==> config.mk <==
export PLATFORM = sky130hd
export DESIGN_NAME = swmd_row
export DESIGN_NICKNAME = d
export VERILOG_FILES = /design/src/hdl/swmd_pkg.sv /design/src/hdl/swmd_cell.sv /design/src/hdl/swmd_row.sv
export SDC_FILE = /design/constraint.sdc
export NUM_CORES = 2
export LEC_CHECK = 0
export BUFFER_PORTS_ARGS = -buffer_cell sky130_fd_sc_hd__buf_2
export CAP_MARGIN = 15
export CORE_ASPECT_RATIO = 1.75
export CORE_UTILIZATION = 40
export CTS_CLUSTER_DIAMETER = 60
export DETAILED_ROUTE_END_ITERATION = 6
export GPL_TIMING_DRIVEN = 0
export SYNTH_ARGS = -nofsm -noshare
export SYNTH_HDL_FRONTEND = slang
export SYNTH_HIERARCHICAL = 1
export SYNTH_SLANG_ARGS = --single-unit
==> constraint.sdc <==
create_clock -name clk -period 5.8 [get_ports clk]
set_clock_uncertainty 0.05 [all_clocks]
set_input_delay 1.16 -clock clk [delete_from_list [all_inputs] [get_ports clk]]
set_output_delay 1.16 -clock clk [all_outputs]
set_load 0.05 [all_outputs]
==> src/hdl/swmd_pkg.sv <==
// Shared types, sizes and helpers for the stack with middle delete.
// Used by swmd_cell, swmd_row and stack_with_middle_delete_core; no dependencies.
package swmd_pkg;

	localparam int DEPTH = 128;
	localparam int WIDTH = 32;

	// Field widths of the words on the ports.
	localparam int VALUE_W = 32;
	localparam int COUNT_FIELD_W = 8;

	// Internal count and the two halves of the stack.
	localparam int CNT_W = $clog2(DEPTH + 1);
	localparam int ROW_LEN = DEPTH - DEPTH / 2;
	localparam int IDX_W = (ROW_LEN > 1) ? $clog2(ROW_LEN) : 1;

	typedef enum logic [1:0] {
		OP_PUSH   = 2'd0,
		OP_POP    = 2'd1,
		OP_DELMID = 2'd2,
		OP_QUERY  = 2'd3
	} opcode_t;

	typedef enum logic [1:0] {
		ST_OK        = 2'd0,
		ST_OVERFLOW  = 2'd1,
		ST_UNDERFLOW = 2'd2
	} status_t;

	typedef enum logic [1:0] {
		SH_HOLD        = 2'd0,
		SH_FROM_LOWER  = 2'd1,
		SH_FROM_HIGHER = 2'd2
	} shift_t;

	typedef struct packed {
		opcode_t              opcode;
		logic [VALUE_W-1:0]   push_value;
	} cmd_word_t;

	typedef struct packed {
		status_t                  status;
		logic [VALUE_W-1:0]       top_value;
		logic [VALUE_W-1:0]       middle_value;
		logic [COUNT_FIELD_W-1:0] entry_count;
		logic                     is_empty;
	} res_word_t;

	typedef struct packed {
		shift_t           shift;
		logic             wr_en;
		logic [IDX_W-1:0] wr_idx;
	} row_ctl_t;

	typedef struct packed {
		shift_t shift;
		logic   load;
	} cell_ctl_t;

	function automatic logic [WIDTH-1:0] to_cell(input logic [VALUE_W-1:0] v);
		logic [63:0] wide;
		wide = 64'(v);
		return wide[WIDTH-1:0];
	endfunction

	function automatic logic [VALUE_W-1:0] from_cell(input logic [WIDTH-1:0] v);
		logic [63:0] wide;
		wide = 64'(v);
		return wide[VALUE_W-1:0];
	endfunction

endpackage

==> src/hdl/swmd_cell.sv <==
// One storage cell of a row: holds one entry and takes it from a neighbor or a load.
// Depends on swmd_pkg.
module swmd_cell (
	input  logic                       clk,
	input  swmd_pkg::cell_ctl_t        ctl,
	input  logic [swmd_pkg::WIDTH-1:0] lower_val,
	input  logic [swmd_pkg::WIDTH-1:0] higher_val,
	input  logic [swmd_pkg::WIDTH-1:0] load_val,
	output logic [swmd_pkg::WIDTH-1:0] val
);

	logic [swmd_pkg::WIDTH-1:0] value_q;

	always_ff @(posedge clk) begin
		if (ctl.load) begin
			value_q <= load_val;
		end else begin
			case (ctl.shift)
				swmd_pkg::SH_FROM_LOWER:  value_q <= lower_val;
				swmd_pkg::SH_FROM_HIGHER: value_q <= higher_val;
				default:                  value_q <= value_q;
			endcase
		end
	end

	assign val = value_q;

endmodule

==> src/hdl/swmd_row.sv <==
// A row of cells anchored at cell 0, which is the only entry read out.
// Depends on swmd_pkg and swmd_cell.
module swmd_row (
	input  logic                       clk,
	input  swmd_pkg::row_ctl_t         ctl,
	input  logic [swmd_pkg::WIDTH-1:0] wr_data,
	output logic [swmd_pkg::WIDTH-1:0] head
);

	logic [swmd_pkg::WIDTH-1:0] cell_val [swmd_pkg::ROW_LEN];

	for (genvar k = 0; k < swmd_pkg::ROW_LEN; k++) begin : g_cell
		logic [swmd_pkg::WIDTH-1:0] lower;
		logic [swmd_pkg::WIDTH-1:0] higher;
		swmd_pkg::cell_ctl_t        cctl;

		if (k == 0) begin : g_first
			assign lower = '0;
		end else begin : g_inner_lo
			assign lower = cell_val[k-1];
		end

		if (k == swmd_pkg::ROW_LEN - 1) begin : g_last
			assign higher = '0;
		end else begin : g_inner_hi
			assign higher = cell_val[k+1];
		end

		assign cctl.shift = ctl.shift;
		assign cctl.load  = ctl.wr_en && (ctl.wr_idx == swmd_pkg::IDX_W'(k));

		swmd_cell u_cell (
			.clk        (clk),
			.ctl        (cctl),
			.lower_val  (lower),
			.higher_val (higher),
			.load_val   (wr_data),
			.val        (cell_val[k])
		);
	end

	assign head = cell_val[0];

endmodule

==> impl.org <==
** Global routing
- Antenna violations before repair :: 10
- Entering global routing, the biggest net connects 133 pins.
- The number of global-route vias before repair came to 107774.
- For this run the aggregate overflow at the end of global routing stands at 0.
- Total routing usage reported by global routing :: 0.244
- First-pass GRT wire length :: 701000 µm

** Placement
- OpenSTA, run right after detailed placement, puts the worst setup slack at 0.538 ns.
- Half-perimeter wire length after placement :: 370000 µm
- Once placement completed, the tool counted placed cells totaling 16939.
- Buffers placed on the I/O ports in this run total 73.
- At the end of routability-driven placement, the weighted congestion stood at 0.975.

** Yosys
- Synthesis inferred 2048 register bits.
- Count of unique library cells instantiated by Yosys :: 28
- Post-Syn Area :: 151000 µm²
- During synthesis, Yosys emitted a total of 6 warnings.
- After technology mapping, the gate count stands at 11742.
- Each instance of the synthesized netlist takes up on average 12.9 µm².
- The share of the Yosys chip area taken by registers is 0.407.

** Clock tree
- CTS root buf :: sky130_fd_sc_hd__clkbuf_16
- Number of H-tree branching levels :: 4
- Post-CTS timing repair inserted 0 buffers for setup.
- Buffers inserted to repair hold after CTS numbered 0.
- Number of clock sinks :: 2048
- TritonCTS Buffers :: 217
- The number of gates resized after CTS was 0.
- CTS tree :: done
- The longest clock path from root to sink contains 4 buffers.
- For the worst-skew pair, the clock arrives at the later sink with an insertion delay of 0.96 ns.
- Post-CTS clock slew at the launch and capture registers of the worst setup and hold paths :: 0.06 ns

** Power and ir drop
- Of the total power, the share spent switching nets is 0.279.
- Of the total power, the clock network draws 0.343.
- Ratio of total power to cell area :: 244 nW/µm²
- Of the total power, combinational logic draws 0.179.
- VDD sags by at most 233 µV.
- Reported leakage power :: 58.9 nW
- Of the total power, registers draw 0.478.
- P_int :: 29.5 mW
- Total Power Consumption :: 40.9 mW
- For this design the total switching power over the nets is 11.4 mW.

** Floorplan
- In this run the count of I/O pins placed on the die edge is 74.
- Measured along the x axis, the die boundary spans 467 µm.
- The die is 815 µm tall.
- Starting Density :: 0.402
- The die covers 381000 µm².
- Rows :: 298
- After floorplanning, the core was sized to cover 376000 µm².

** Timing
- Final-report max-slew violation count :: 0
- Post-layout worst setup margin :: 1.43 ns
- The final count of hold timing violations was 0.
- Final Critical Period :: 4.37 ns
- Number of failing setup endpoints in the final timing report :: 0
- Maximum achievable frequency :: 229 MHz
- Max-slew headroom at the worst pin :: 0.149
- Of the available clock period, the critical path in the final layout requires 0.753.
- Setup repair after global routing left no endpoint under its margin.
- Measured slew at the worst slew-check pin :: 1.28 ns
- Summed over all failing endpoints, the final setup total negative slack is 0 ns.

** Drt
- The first detailed-routing pass ran for 6 iterations.
- Post-detailed-routing wire length :: 473000 µm
- Dividing the detail-routed via count by the number of cells gives 5.80.
- Dividing the detail-routed wire length by the instance count gives 27.3 µm.
- The routed layout has 100490 vias.
- Once detail routing completed, the nets flagged for antenna violations numbered 0.
- In this run, the number of DRC markers left after iteration 0 of detailed routing was 6432.
- Drc violations :: 0

** Run
- Maxcap violations :: 0

** Setup path
- Critical path start-end classification :: in -> reg
- CP arrival :: 4.94 ns
- Launching element type of the critical path :: primary input
- Endpoint required time on the critical path :: 6.37 ns
- Of all nets on the critical path, the largest fanout is 128.
- The worst setup path is captured at a register.

** Final layout
- Post-layout util :: 0.446
- Share of cells above drive strength 1 :: 0.283
- Compared with the post-synthesis result, the final layout area differs by 11.0%.
- Highest-count cells in the layout ignoring fill and taps :: sky130_fd_sc_hd__nand4bb_1 (2052), sky130_fd_sc_hd__inv_1 (2048), sky130_fd_sc_hd__edfxtp_1 (2048)
- Leaving out fill and tap cells, the most frequent cell in the layout is sky130_fd_sc_hd__nand4bb_1.
- Leaving out filler cells and counting taps, the final layout contains 17328.
- The register with the most flip-flops in the layout has 2048 of them.
- The net count of the finished layout is 12252.

** Worst hold path
- Type of the tightest min-delay check :: reg -> reg

** Run status
- Status :: completed
[cells in the mapped netlist]
library cell	number	area, µm²
sky130_fd_sc_hd__buf_6	192	2160
sky130_fd_sc_hd__buf_4	64	480
sky130_fd_sc_hd__or3b_1	1	8.76
sky130_fd_sc_hd__dlygate4sd1_1	128	1120
sky130_fd_sc_hd__nand4b_1	4	35.0
sky130_fd_sc_hd__or4_4	1	11.3
sky130_fd_sc_hd__or3_1	64	400
sky130_fd_sc_hd__nand3_1	1	5.00
sky130_fd_sc_hd__or4b_1	3	30.0
sky130_fd_sc_hd__inv_1	2048	7690
sky130_fd_sc_hd__and2b_4	64	641
sky130_fd_sc_hd__nand4_1	1	6.26
sky130_fd_sc_hd__buf_2	578	2890
sky130_fd_sc_hd__nand4bb_1	2054	23100
sky130_fd_sc_hd__nand3b_1	2	15.0
sky130_fd_sc_hd__or4b_4	1	13.8
sky130_fd_sc_hd__o311ai_2	1280	20800
sky130_fd_sc_hd__edfxtp_1	2048	61500
sky130_fd_sc_hd__nand2_1	1920	7210
sky130_fd_sc_hd__buf_12	64	1280
sky130_fd_sc_hd__nor2b_1	64	400
sky130_fd_sc_hd__o311ai_1	128	1120
sky130_fd_sc_hd__dlymetal6s2s_1	192	2400
sky130_fd_sc_hd__clkbuf_1	7	26.3
sky130_fd_sc_hd__nor2_1	64	240
sky130_fd_sc_hd__nand2_2	128	801
sky130_fd_sc_hd__o311ai_4	640	16800
sky130_fd_sc_hd__conb_1	1	3.75
[path summary, 6_finish.rpt]
check                            startpoint                   endpoint  slack [ns]  cells after the start
setup / recovery                     ctl[8]  g_cell[13].u_cell/val[10]        1.43                      9
hold / removal    g_cell[13].u_cell/val[31]  g_cell[12].u_cell/val[31]        0.54                      2
setup reg to reg  g_cell[40].u_cell/val[14]  g_cell[39].u_cell/val[14]        4.32                      2
hold reg to reg   g_cell[13].u_cell/val[31]  g_cell[12].u_cell/val[31]        0.54                      2
[layout make-up]
cell class	instances	area [µm²]
flip-flops and latches	2048	61500
diodes	8	20.0
inverters	2048	7690
plain buffers	1225	10400
well taps	4950	6190
clock inverters	122	1090
multi-input cells	6484	72000
repair buffers	186	3480
clock buffers	257	5670
fillers	33976	208000
[metal layers]
layer / global-route usage / vias up / routed length, µm
met5: 0 / - / 56
met4: 0.163 / 8 / 36000
met3: 0.0279 / 1162 / 19800
met1: 0.241 / 50703 / 160000
li1: - / 45715 / -
met2: 0.469 / 2902 / 257000
[metrics by stage]
stage | cell area, µm² | hold slack [ns]
after floorplan | 151000 | 0.519
after global placement | 158000 | 0.579
after detailed placement | 161000 | 0.574
after CTS | 168000 | 0.537
after global routing | 168000 | 0.573
final | 168000 | 0.538
[cells by family (layout without fill, tap and decap cells)]
family                 after synthesis  in the layout  synth area share
and+or+nand+nor                   4372           4372             0.218
DFF                               2048           2048             0.407
buffers and inverters             3273           3838             0.119
AOI/OAI and AO/OA                 2048           2048             0.256
other                                1             72         0.0000248
[power by group through the flow]
stage                     Combinational [mW]  Clock, mW  Sequential, mW
after global routing                    7.77       14.8            19.7
after floorplan                         5.23          0            19.2
after detailed placement                7.28          0            19.8
after CTS                               7.30       14.4            19.5
after global placement                  6.81          0            19.8
final                                   7.33       14.0            19.6
[worst max-delay path: stages]
cell and delay, ns:
sky130_fd_sc_hd__buf_8 0.42, sky130_fd_sc_hd__buf_16 0.49, sky130_fd_sc_hd__buf_16 0.48, sky130_fd_sc_hd__buf_16 0.37
sky130_fd_sc_hd__buf_16 0.36, sky130_fd_sc_hd__buf_4 0.27, sky130_fd_sc_hd__nor2b_1 0.07, sky130_fd_sc_hd__or3_1 0.58
sky130_fd_sc_hd__buf_16 0.28
Power figures use the tool's default switching activity.
